===== config.mk =====
export PLATFORM = sky130hd
export DESIGN_NAME = baro_temp_pressure_compensation_unit
export DESIGN_NICKNAME = d
export VERILOG_FILES = /design/src/btpc_pkg.sv /design/src/btpc_cfg.sv /design/src/btpc_ctrl.sv /design/src/btpc_datapath.sv /design/src/baro_temp_pressure_compensation_unit.sv
export SDC_FILE = /design/constraint.sdc
export NUM_CORES = 2
export LEC_CHECK = 0
export BUFFER_PORTS_ARGS = -buffer_cell sky130_fd_sc_hd__buf_4
export CORE_UTILIZATION = 30
export CTS_CLUSTER_DIAMETER = 40
export DETAILED_ROUTE_END_ITERATION = 7
export PLACE_DENSITY = 0.54
export RECOVER_POWER = 50
export SYNTH_ARGS = -nofsm -noshare
export SYNTH_HDL_FRONTEND = slang
export SYNTH_SLANG_ARGS = --single-unit
export TNS_END_PERCENT = 100

===== constraint.sdc =====
create_clock -name clk_i -period 9.76 [get_ports clk_i]
set_clock_uncertainty 0.1 [all_clocks]
set_input_delay 0.976 -clock clk_i [delete_from_list [all_inputs] [get_ports clk_i]]
set_output_delay 0.976 -clock clk_i [all_outputs]
set_load 0.01 [all_outputs]

===== src/btpc_pkg.sv =====
// ----------------------------------------------------------------------------
// btpc_pkg: shared types and constants for the pressure compensation unit
// Holds the register indexes, the configuration bundle, the datapath command
// codes and the controller state encoding.
// ----------------------------------------------------------------------------
package btpc_pkg;

  // Register indexes on the configuration port
  typedef enum logic [2:0] {
    CFG_SENS     = 3'd0,
    CFG_OFF      = 3'd1,
    CFG_TCS      = 3'd2,
    CFG_TCO      = 3'd3,
    CFG_TREF     = 3'd4,
    CFG_TEMPSENS = 3'd5,
    CFG_VARIANT  = 3'd6
  } cfg_idx_e;

  // Calibration set seen by the datapath
  typedef struct packed {
    logic [15:0] sens;
    logic [15:0] off;
    logic [15:0] tcs;
    logic [15:0] tco;
    logic [15:0] tref;
    logic [15:0] tempsens;
    logic        variant;
  } cfg_t;

  // Datapath operations, one per cycle
  typedef enum logic [3:0] {
    OP_NONE,
    OP_LOAD,
    OP_T_MUL,
    OP_T_OUT,
    OP_P_TCO,
    OP_P_TCS,
    OP_P_SENS,
    OP_P_LO,
    OP_P_HI,
    OP_P_ACC,
    OP_P_DIFF,
    OP_P_OUT
  } op_e;

  typedef struct packed {
    op_e op;
  } cmd_t;

  typedef struct packed {
    logic out_free;
  } sts_t;

  // Controller states
  typedef enum logic [3:0] {
    ST_IDLE,
    ST_T_MUL,
    ST_T_OUT,
    ST_P_TCO,
    ST_P_TCS,
    ST_P_SENS,
    ST_P_LO,
    ST_P_HI,
    ST_P_ACC,
    ST_P_DIFF,
    ST_P_OUT
  } state_e;

  localparam int unsigned RawW  = 24;
  localparam int unsigned DtW   = 26;
  localparam int unsigned ValW  = 32;
  localparam int unsigned MulAW = 26;
  localparam int unsigned MulBW = 19;
  localparam int unsigned ProdW = MulAW + MulBW;
  localparam int unsigned CoefW = 36;
  localparam int unsigned AccW  = 61;
  localparam int unsigned DiffW = 41;

endpackage


===== src/btpc_cfg.sv =====
// ----------------------------------------------------------------------------
// btpc_cfg: calibration register file
// Takes register writes by index; an index beyond the list is dropped.
// ----------------------------------------------------------------------------
module btpc_cfg (
  input  logic               clk_i,
  input  logic               rst_ni,
  input  logic               cfg_valid_i,
  output logic               cfg_ready_o,
  input  logic [2:0]         cfg_index_i,
  input  logic [15:0]        cfg_data_i,
  output btpc_pkg::cfg_t     cfg_o
);
  import btpc_pkg::*;

  cfg_t cfg_q, cfg_d;

  assign cfg_ready_o = 1'b1;
  assign cfg_o       = cfg_q;

  // Decode the write index
  always_comb begin
    cfg_d = cfg_q;
    if (cfg_valid_i) begin
      case (cfg_index_i)
        CFG_SENS:     cfg_d.sens     = cfg_data_i;
        CFG_OFF:      cfg_d.off      = cfg_data_i;
        CFG_TCS:      cfg_d.tcs      = cfg_data_i;
        CFG_TCO:      cfg_d.tco      = cfg_data_i;
        CFG_TREF:     cfg_d.tref     = cfg_data_i;
        CFG_TEMPSENS: cfg_d.tempsens = cfg_data_i;
        CFG_VARIANT:  cfg_d.variant  = cfg_data_i[0];
        default:      cfg_d          = cfg_q;
      endcase
    end
  end

  always_ff @(posedge clk_i or negedge rst_ni) begin
    if (!rst_ni) begin
      cfg_q <= '0;
    end else begin
      cfg_q <= cfg_d;
    end
  end

  a_variant_write: assert property (@(posedge clk_i) disable iff (!rst_ni)
    (cfg_valid_i && cfg_index_i == CFG_VARIANT) |=> cfg_q.variant == $past(cfg_data_i[0]))
    else $error("variant register missed a write");

  a_bad_index: assert property (@(posedge clk_i) disable iff (!rst_ni)
    (cfg_valid_i && cfg_index_i == 3'd7) |=> cfg_q == $past(cfg_q))
    else $error("write beyond the register list changed a register");

  a_idle_hold: assert property (@(posedge clk_i) disable iff (!rst_ni)
    !cfg_valid_i |=> cfg_q == $past(cfg_q))
    else $error("register changed without a write");

endmodule


===== src/btpc_ctrl.sv =====
// ----------------------------------------------------------------------------
// btpc_ctrl: sequencing state machine
// Accepts one conversion at a time and steps the datapath through the
// temperature or pressure schedule, waiting for a free output register.
// ----------------------------------------------------------------------------
module btpc_ctrl (
  input  logic           clk_i,
  input  logic           rst_ni,
  input  logic           in_valid_i,
  output logic           in_stall_o,
  input  logic           func_i,
  input  btpc_pkg::sts_t sts_i,
  output btpc_pkg::cmd_t cmd_o
);
  import btpc_pkg::*;

  state_e state_q, state_d;

  // Next state
  always_comb begin
    state_d = state_q;
    case (state_q)
      ST_IDLE: begin
        if (in_valid_i) begin
          state_d = func_i ? ST_P_TCO : ST_T_MUL;
        end
      end
      ST_T_MUL:  state_d = ST_T_OUT;
      ST_T_OUT: begin
        if (sts_i.out_free) begin
          state_d = ST_IDLE;
        end
      end
      ST_P_TCO:  state_d = ST_P_TCS;
      ST_P_TCS:  state_d = ST_P_SENS;
      ST_P_SENS: state_d = ST_P_LO;
      ST_P_LO:   state_d = ST_P_HI;
      ST_P_HI:   state_d = ST_P_ACC;
      ST_P_ACC:  state_d = ST_P_DIFF;
      ST_P_DIFF: state_d = ST_P_OUT;
      ST_P_OUT: begin
        if (sts_i.out_free) begin
          state_d = ST_IDLE;
        end
      end
      default:   state_d = ST_IDLE;
    endcase
  end

  // Outputs
  always_comb begin
    in_stall_o = (state_q != ST_IDLE);
    cmd_o.op   = OP_NONE;
    case (state_q)
      ST_IDLE:   cmd_o.op = in_valid_i ? OP_LOAD : OP_NONE;
      ST_T_MUL:  cmd_o.op = OP_T_MUL;
      ST_T_OUT:  cmd_o.op = sts_i.out_free ? OP_T_OUT : OP_NONE;
      ST_P_TCO:  cmd_o.op = OP_P_TCO;
      ST_P_TCS:  cmd_o.op = OP_P_TCS;
      ST_P_SENS: cmd_o.op = OP_P_SENS;
      ST_P_LO:   cmd_o.op = OP_P_LO;
      ST_P_HI:   cmd_o.op = OP_P_HI;
      ST_P_ACC:  cmd_o.op = OP_P_ACC;
      ST_P_DIFF: cmd_o.op = OP_P_DIFF;
      ST_P_OUT:  cmd_o.op = sts_i.out_free ? OP_P_OUT : OP_NONE;
      default:   cmd_o.op = OP_NONE;
    endcase
  end

  always_ff @(posedge clk_i or negedge rst_ni) begin
    if (!rst_ni) begin
      state_q <= ST_IDLE;
    end else begin
      state_q <= state_d;
    end
  end

  a_pres_start: assert property (@(posedge clk_i) disable iff (!rst_ni)
    (in_valid_i && !in_stall_o && func_i) |=> state_q == ST_P_TCO)
    else $error("pressure transaction did not start the pressure schedule");

  a_temp_start: assert property (@(posedge clk_i) disable iff (!rst_ni)
    (in_valid_i && !in_stall_o && !func_i) |=> state_q == ST_T_MUL)
    else $error("temperature transaction did not start the temperature schedule");

  a_out_wait: assert property (@(posedge clk_i) disable iff (!rst_ni)
    ((state_q == ST_P_OUT || state_q == ST_T_OUT) && !sts_i.out_free) |=>
      state_q == $past(state_q))
    else $error("left the result state while the output register was full");

endmodule


===== src/btpc_datapath.sv =====
// ----------------------------------------------------------------------------
// btpc_datapath: compensation arithmetic
// One shared signed 26x19 multiplier with a registered product, coefficient
// and accumulator registers, the kept dT and the output register.
// ----------------------------------------------------------------------------
module btpc_datapath (
  input  logic                         clk_i,
  input  logic                         rst_ni,
  input  btpc_pkg::cfg_t               cfg_i,
  input  btpc_pkg::cmd_t               cmd_i,
  output btpc_pkg::sts_t               sts_o,
  input  logic                         func_i,
  input  logic [btpc_pkg::RawW-1:0]    raw_sample_i,
  output logic                         out_valid_o,
  input  logic                         out_stall_i,
  output logic                         kind_o,
  output logic signed [btpc_pkg::ValW-1:0] value_o
);
  import btpc_pkg::*;

  logic                     func_q, func_d;
  logic [RawW-1:0]          raw_q, raw_d;
  logic signed [DtW-1:0]    last_dt_q, last_dt_d;
  logic signed [ProdW-1:0]  prod_q, prod_d;
  logic signed [CoefW-1:0]  off_q, off_d;
  logic signed [CoefW-1:0]  sens_q, sens_d;
  logic signed [AccW-1:0]   acc_q, acc_d;
  logic signed [DiffW-1:0]  diff_q, diff_d;
  logic                     out_valid_q, out_valid_d;
  logic                     kind_q, kind_d;
  logic signed [ValW-1:0]   value_q, value_d;

  logic signed [DtW-1:0]    dt_calc;
  logic signed [MulAW-1:0]  mul_a;
  logic signed [MulBW-1:0]  mul_b;
  logic signed [ProdW-1:0]  mul_p;
  logic signed [ProdW-1:0]  temp_rnd;
  logic signed [ProdW-1:0]  temp_val;
  logic signed [ProdW-1:0]  off_rnd;
  logic signed [ProdW-1:0]  off_term;
  logic signed [CoefW-1:0]  off_base;
  logic signed [ProdW-1:0]  sens_rnd;
  logic signed [ProdW-1:0]  sens_term;
  logic signed [CoefW-1:0]  sens_base;
  logic signed [AccW-1:0]   prod_ext;
  logic signed [AccW-1:0]   acc_rnd;
  logic signed [AccW-1:0]   acc_sh;
  logic signed [DiffW-1:0]  diff_rnd;
  logic signed [DiffW-1:0]  pres_val;

  assign sts_o.out_free = !out_valid_q || !out_stall_i;
  assign out_valid_o    = out_valid_q;
  assign kind_o         = kind_q;
  assign value_o        = value_q;

  // Difference to the reference temperature
  assign dt_calc = $signed({2'b00, raw_q}) - $signed({2'b00, cfg_i.tref, 8'h00});

  // Select multiplier operands
  always_comb begin
    mul_a = last_dt_q;
    mul_b = $signed({3'b000, cfg_i.tco});
    case (cmd_i.op)
      OP_T_MUL: begin
        mul_a = dt_calc;
        mul_b = $signed({3'b000, cfg_i.tempsens});
      end
      OP_P_TCO: begin
        mul_a = last_dt_q;
        mul_b = $signed({3'b000, cfg_i.tco});
      end
      OP_P_TCS: begin
        mul_a = last_dt_q;
        mul_b = $signed({3'b000, cfg_i.tcs});
      end
      OP_P_LO: begin
        mul_a = $signed({2'b00, raw_q});
        mul_b = $signed({1'b0, sens_q[17:0]});
      end
      OP_P_HI: begin
        mul_a = $signed({2'b00, raw_q});
        mul_b = $signed({sens_q[CoefW-1], sens_q[CoefW-1:18]});
      end
      default: begin
        mul_a = last_dt_q;
        mul_b = $signed({3'b000, cfg_i.tco});
      end
    endcase
  end

  assign mul_p = mul_a * mul_b;

  // Temperature: 2000 + dT*tempsens/2^23, truncated toward zero
  assign temp_rnd = prod_q + (prod_q[ProdW-1] ? 45'sd8388607 : 45'sd0);
  assign temp_val = (temp_rnd >>> 23) + 45'sd2000;

  // Offset: coef_off scaled plus tco*dT scaled down, truncated toward zero
  assign off_rnd  = prod_q + (prod_q[ProdW-1] ? (cfg_i.variant ? 45'sd127 : 45'sd63) : 45'sd0);
  assign off_term = cfg_i.variant ? (off_rnd >>> 7) : (off_rnd >>> 6);
  assign off_base = cfg_i.variant ? $signed({4'h0, cfg_i.off, 16'h0000})
                                  : $signed({3'b000, cfg_i.off, 17'h00000});

  // Sensitivity: coef_sens scaled plus tcs*dT scaled down
  assign sens_rnd  = prod_q + (prod_q[ProdW-1] ? (cfg_i.variant ? 45'sd255 : 45'sd127)
                                               : 45'sd0);
  assign sens_term = cfg_i.variant ? (sens_rnd >>> 8) : (sens_rnd >>> 7);
  assign sens_base = cfg_i.variant ? $signed({5'h00, cfg_i.sens, 15'h0000})
                                   : $signed({4'h0, cfg_i.sens, 16'h0000});

  // Pressure: (raw*SENS/2^21 - OFF)/2^15, each step truncated toward zero
  assign prod_ext = {{(AccW-ProdW){prod_q[ProdW-1]}}, prod_q};
  assign acc_rnd  = acc_q + (acc_q[AccW-1] ? 61'sd2097151 : 61'sd0);
  assign acc_sh   = acc_rnd >>> 21;
  assign diff_rnd = diff_q + (diff_q[DiffW-1] ? 41'sd32767 : 41'sd0);
  assign pres_val = diff_rnd >>> 15;

  // Register updates per command
  always_comb begin
    func_d      = func_q;
    raw_d       = raw_q;
    last_dt_d   = last_dt_q;
    prod_d      = mul_p;
    off_d       = off_q;
    sens_d      = sens_q;
    acc_d       = acc_q;
    diff_d      = diff_q;
    kind_d      = kind_q;
    value_d     = value_q;
    out_valid_d = out_valid_q && out_stall_i;
    case (cmd_i.op)
      // Hold the product while a result waits for the output register
      OP_NONE:   prod_d = prod_q;
      OP_LOAD: begin
        func_d = func_i;
        raw_d  = raw_sample_i;
      end
      OP_T_MUL: last_dt_d = dt_calc;
      OP_T_OUT: begin
        kind_d      = func_q;
        value_d     = temp_val[ValW-1:0];
        out_valid_d = 1'b1;
      end
      OP_P_TCS:  off_d  = off_base + $signed(off_term[CoefW-1:0]);
      OP_P_SENS: sens_d = sens_base + $signed(sens_term[CoefW-1:0]);
      OP_P_HI:   acc_d  = prod_ext;
      OP_P_ACC:  acc_d  = acc_q + $signed({prod_ext[AccW-19:0], 18'h00000});
      OP_P_DIFF: diff_d = $signed(acc_sh[DiffW-1:0])
                          - $signed({{(DiffW-CoefW){off_q[CoefW-1]}}, off_q});
      OP_P_OUT: begin
        kind_d      = func_q;
        value_d     = pres_val[ValW-1:0];
        out_valid_d = 1'b1;
      end
      default: begin
        func_d = func_q;
      end
    endcase
  end

  // Control state and kept dT
  always_ff @(posedge clk_i or negedge rst_ni) begin
    if (!rst_ni) begin
      last_dt_q   <= '0;
      out_valid_q <= 1'b0;
    end else begin
      last_dt_q   <= last_dt_d;
      out_valid_q <= out_valid_d;
    end
  end

  // Payload registers
  always_ff @(posedge clk_i) begin
    func_q  <= func_d;
    raw_q   <= raw_d;
    prod_q  <= prod_d;
    off_q   <= off_d;
    sens_q  <= sens_d;
    acc_q   <= acc_d;
    diff_q  <= diff_d;
    kind_q  <= kind_d;
    value_q <= value_d;
  end

  a_no_overwrite: assert property (@(posedge clk_i) disable iff (!rst_ni)
    (out_valid_q && out_stall_i) |-> !(cmd_i.op == OP_T_OUT || cmd_i.op == OP_P_OUT))
    else $error("output register loaded over a waiting result");

  a_dt_kept: assert property (@(posedge clk_i) disable iff (!rst_ni)
    (cmd_i.op != OP_T_MUL) |=> $stable(last_dt_q))
    else $error("kept dT changed outside a temperature transaction");

  a_kind_match: assert property (@(posedge clk_i) disable iff (!rst_ni)
    (cmd_i.op == OP_P_OUT) |=> kind_q)
    else $error("pressure result tagged as temperature");

endmodule


===== src/baro_temp_pressure_compensation_unit.sv =====
// Sequence: a temperature result passes through the registered product to the
// output register; a pressure result first steps the shared 26x19 multiplier through
// the TCO, TCS, SENS, LO, HI, ACC and DIFF states. Both wait while the output is full.
// Input: one conversion at a time, accepted only in idle; a new item is also
// accepted while a finished result waits on the output. Reset: asynchronous,
// active low; clears the calibration registers, the state, the kept dT and the output valid.
// ----------------------------------------------------------------------------
// baro_temp_pressure_compensation_unit: first-order sensor compensation
// Turns raw temperature and pressure conversions into 0.01 degC and Pa.
// ----------------------------------------------------------------------------
module baro_temp_pressure_compensation_unit (
  input  logic                             clk_i,
  input  logic                             rst_ni,
  input  logic                             in_valid_i,
  output logic                             in_stall_o,
  input  logic                             func_i,
  input  logic [btpc_pkg::RawW-1:0]        raw_sample_i,
  output logic                             out_valid_o,
  input  logic                             out_stall_i,
  output logic                             kind_o,
  output logic signed [btpc_pkg::ValW-1:0] value_o,
  input  logic                             cfg_valid_i,
  output logic                             cfg_ready_o,
  input  logic [2:0]                       cfg_index_i,
  input  logic [15:0]                      cfg_data_i
);
  import btpc_pkg::*;

  cfg_t cfg;
  cmd_t cmd;
  sts_t sts;

  // Calibration registers
  btpc_cfg u_cfg (
    .clk_i       (clk_i),
    .rst_ni      (rst_ni),
    .cfg_valid_i (cfg_valid_i),
    .cfg_ready_o (cfg_ready_o),
    .cfg_index_i (cfg_index_i),
    .cfg_data_i  (cfg_data_i),
    .cfg_o       (cfg)
  );

  // Sequencer
  btpc_ctrl u_ctrl (
    .clk_i      (clk_i),
    .rst_ni     (rst_ni),
    .in_valid_i (in_valid_i),
    .in_stall_o (in_stall_o),
    .func_i     (func_i),
    .sts_i      (sts),
    .cmd_o      (cmd)
  );

  // Arithmetic and output register
  btpc_datapath u_datapath (
    .clk_i        (clk_i),
    .rst_ni       (rst_ni),
    .cfg_i        (cfg),
    .cmd_i        (cmd),
    .sts_o        (sts),
    .func_i       (func_i),
    .raw_sample_i (raw_sample_i),
    .out_valid_o  (out_valid_o),
    .out_stall_i  (out_stall_i),
    .kind_o       (kind_o),
    .value_o      (value_o)
  );

endmodule


==> flow_summary_export.csv <==
group,metric,value,unit
synthesis,ys_ff_latch,398,
timing,drv_slew,325,
setup_path,arrival,9.67,ns
cts,cts_made_buffers,74,
timing,hold-worst-slack,0.3168,ns
synthesis,synthMuxAreaShare,0.03924,
timing,max_freq,106.5,MHz
cts,clk_pin_slew,0.05,ns
setup_path,crit_buf_inv,6,
hold_path,min_path_type,"reg -> reg",
grt,grtUsageTotal,0.1893,
synthesis,synthesis.instances,4649,
status,violations,"capacitance limit, slew limit",
die,io_pins,85,
placed_design,hpwl,110500,µm
timing,fin_crit_sh,0.9618,
cts,clock_latency,0.66,ns
synthesis,yosysWarnings,0,
cells_and_area,fill_cells,14830,
synthesis,netlist.area_leader.share,0.2201,
die,dieArea,147700,µm²
cts,clkSinkCount,398,
cts,cts_root_buf,"clkbuf_16",
timing,period_minus_slack,9.387,ns
timing,worst_pin_slew,4.522,ns
cells_and_area,fin_area,49850,µm²
setup_path,crit_type,"reg -> reg",
synthesis,synthSimpleGateAreaFrac,0.1442,
timing,rsz0062_at_grt,"false",
synthesis,synth_xor_area_frac,0.05913,
die,rows,139,
die,die_y,384.3,µm
synthesis,ys_seq_area_frac,0.2581,
timing,setup_slack,0.3731,ns
synthesis,synthAdderAreaFrac,0.3105,
routing,wl_per_cell,20.78,µm
routing,num_vias,34040,
setup_path,cp_max_fo,6,
timing,hold_viol,0,
synthesis,synth_edf_count,271,
timing,finalSetupTns,0,ns
cells_and_area,seq_area,11320,µm²
grt,grt_pass1_wl,212100,µm
setup_path,cp-start-kind,"register",
setup_path,critPathMaxStageDelay,0.57,ns
setup_path,crit_slowest_cell,"fa_1",
cells_and_area,area_growth,13.70,%
grt,grt-ovfl-total,0,
routing,routed_wl,139900,µm
placed_design,place_ws,0.2484,ns
synthesis,yosysTopAreaCell,"fa_1",
synthesis,synth.avg_cell_area,9.431,µm²
die,initial_core_util,0.3037,
synthesis,synthTopCellsByArea,"fa_1 (22%), edfxtp_1 (19%), ha_1 (9.0%), dfrtp_1 (7.2%), inv_1 (5.3%)",
routing,drt-initial-drc-count,2583,
synthesis,synth_area,43840,µm²
synthesis,synthFlopType,"edfxtp_1",
routing,antenna_left,0,
timing,setup_viol,0,
cells_and_area,fin_nets,5613,
cells_and_area,diodes,0,
grt,grt_start_max_net_pins,78,
placed_design,dpl-instance-area,47440,µm²
cells_and_area,multi_input_area,29580,µm²
grt,antenna_found_initial,7,
die,fp.dieW,384.3,µm
cts,ctsHoldBuffers,0,
status,outcome,"finished with violations",
cts,cts_tree,"done",
timing,relSlewSlack,-2.014,
die,core_area,144400,µm²
setup_path,crit_top_cell,"fa_1",
setup_path,crit_path_end_kind,"register",
synthesis,synth_top_family_by_area,"adder cells",
setup_path,path_delay_family,"adder cells",
synthesis,async_flop_share,0.3191,
cts,h-tree-depth,3,
job,drv_cap,9,
grt,grt_pass1_vias,34650,
routing,first_pass_iters,6,
routing,drcViolationCount,0,
cells_and_area,drive_gt1_frac,0.1028,
placed_design,gp_congestion,0.9151,
routing,viasPerCell,5.058,
setup_path,required,10.05,ns
synthesis,synth-compound-area-share,0.1185,
synthesis,synthDistinctLibCells,87,
placed_design,portBuffers,83,
cts,cts_buffer_depth,3,
==> layout make-up <==
type,count,area share
Inverter,619,0.04661
Clock inverter,48,0.009914
Timing Repair Buffer,224,0.03429
Sequential cell,398,0.2270
Multi-Input combinational cell,3448,0.5934
Tap cell,1903,0.04776
Clock buffer,89,0.04096
==> cells by family (layout without fill, tap and decap cells) <==
group,after synthesis,in the layout
AND/OR/NAND/NOR,1389,1389
buffers and inverters,807,980
AO/OA/AOI/OAI,800,800
adder cells (fa/ha/maj),799,799
flip-flops,398,398
XOR/XNOR,296,296
multiplexers,158,158
other,2,6
==> synthesized netlist by cell type, types with 24 or more instances <==
cell type	instances
nand2b_1	47
and2_1	65
a221oi_1	24
xnor2_1	193
a21o_1	95
fa_1	482
nor3_1	52
nand4_1	43
dfrtp_1	127
mux2i_1	47
a211oi_1	24
xor2_1	103
nor2_1	387
nand3_1	84
and3_1	45
edfxtp_1	271
nand2_1	533
ha_1	317
or3_1	27
clkbuf_1	163
mux2_2	111
o21a_1	38
a21oi_1	191
inv_1	618
nor2b_1	34
o21ai_0	203
==> sequential cells by signal, indices dropped and copies added (netlist names), 24 cells and up <==
name,cells
u_datapath.off_q,36
u_datapath.value_o,26
u_datapath.diff_q,41
u_datapath.last_dt_q,25
u_cfg.cfg_o,97
u_datapath.sens_q,36
u_datapath.raw_q,24
u_datapath.acc_q,61
u_datapath.prod_q,45
==> metal layers <==
metal	wire, µm	vias up	global-route usage
li1	-	15880	-
met1	62460	16900	0.2541
met2	64800	1040	0.3097
met3	8593	222	0.03256
met4	3981	2	0.05798
met5	12	-	0
==> per-stage QoR <==
stage	instances	util
3_3_place_gp	6592	0.3286
2_1_floorplan	4653	-
6_report	6729	0.3453
3_5_place_dp	6592	0.3286
4_1_cts	6729	0.3462
5_1_grt	6729	0.3453
==> worst paths after layout <==
check / depth (start not counted) / to / startpoint / slack, ns
setup / recovery: 36 / u_datapath.prod_q[31] / u_datapath.raw_q[8] / 0.37
hold / removal: 0 / u_datapath.kind_o / u_datapath.func_q / 0.32
setup reg to reg: 36 / u_datapath.prod_q[31] / u_datapath.raw_q[8] / 0.37
hold reg to reg: 0 / u_datapath.kind_o / u_datapath.func_q / 0.32
max in group asynchronous: 2 / u_cfg.cfg_o[0] / rst_ni / 2.78
min in group asynchronous: 1 / u_cfg.cfg_o[28] / rst_ni / 1.83
==> cells in the final DEF, fill, tap and decap left out, types with 111 or more instances in the layout <==
| master | Yosys | final |
|---|---|---|
| fa_1 | 482 | 481 |
| inv_1 | 618 | 618 |
| xnor2_1 | 193 | 193 |
| edfxtp_1 | 271 | 271 |
| dfrtp_1 | 127 | 126 |
| o21ai_0 | 203 | 202 |
| a21oi_1 | 191 | 184 |
| nor2_1 | 387 | 382 |
| nand2_1 | 533 | 533 |
| ha_1 | 317 | 317 |
| mux2_2 | 111 | 111 |
| buf_4 | 9 | 170 |
==> timing repair <==
item / in CTS / in global routing
setup endpoints to repair: 0 / 8
gates resized for setup: 0 / 5
buffers inserted: 0 / 0
Power is not shown: default switching activity piles up to over one toggle a cycle in this logic, so the estimate is an artifact.
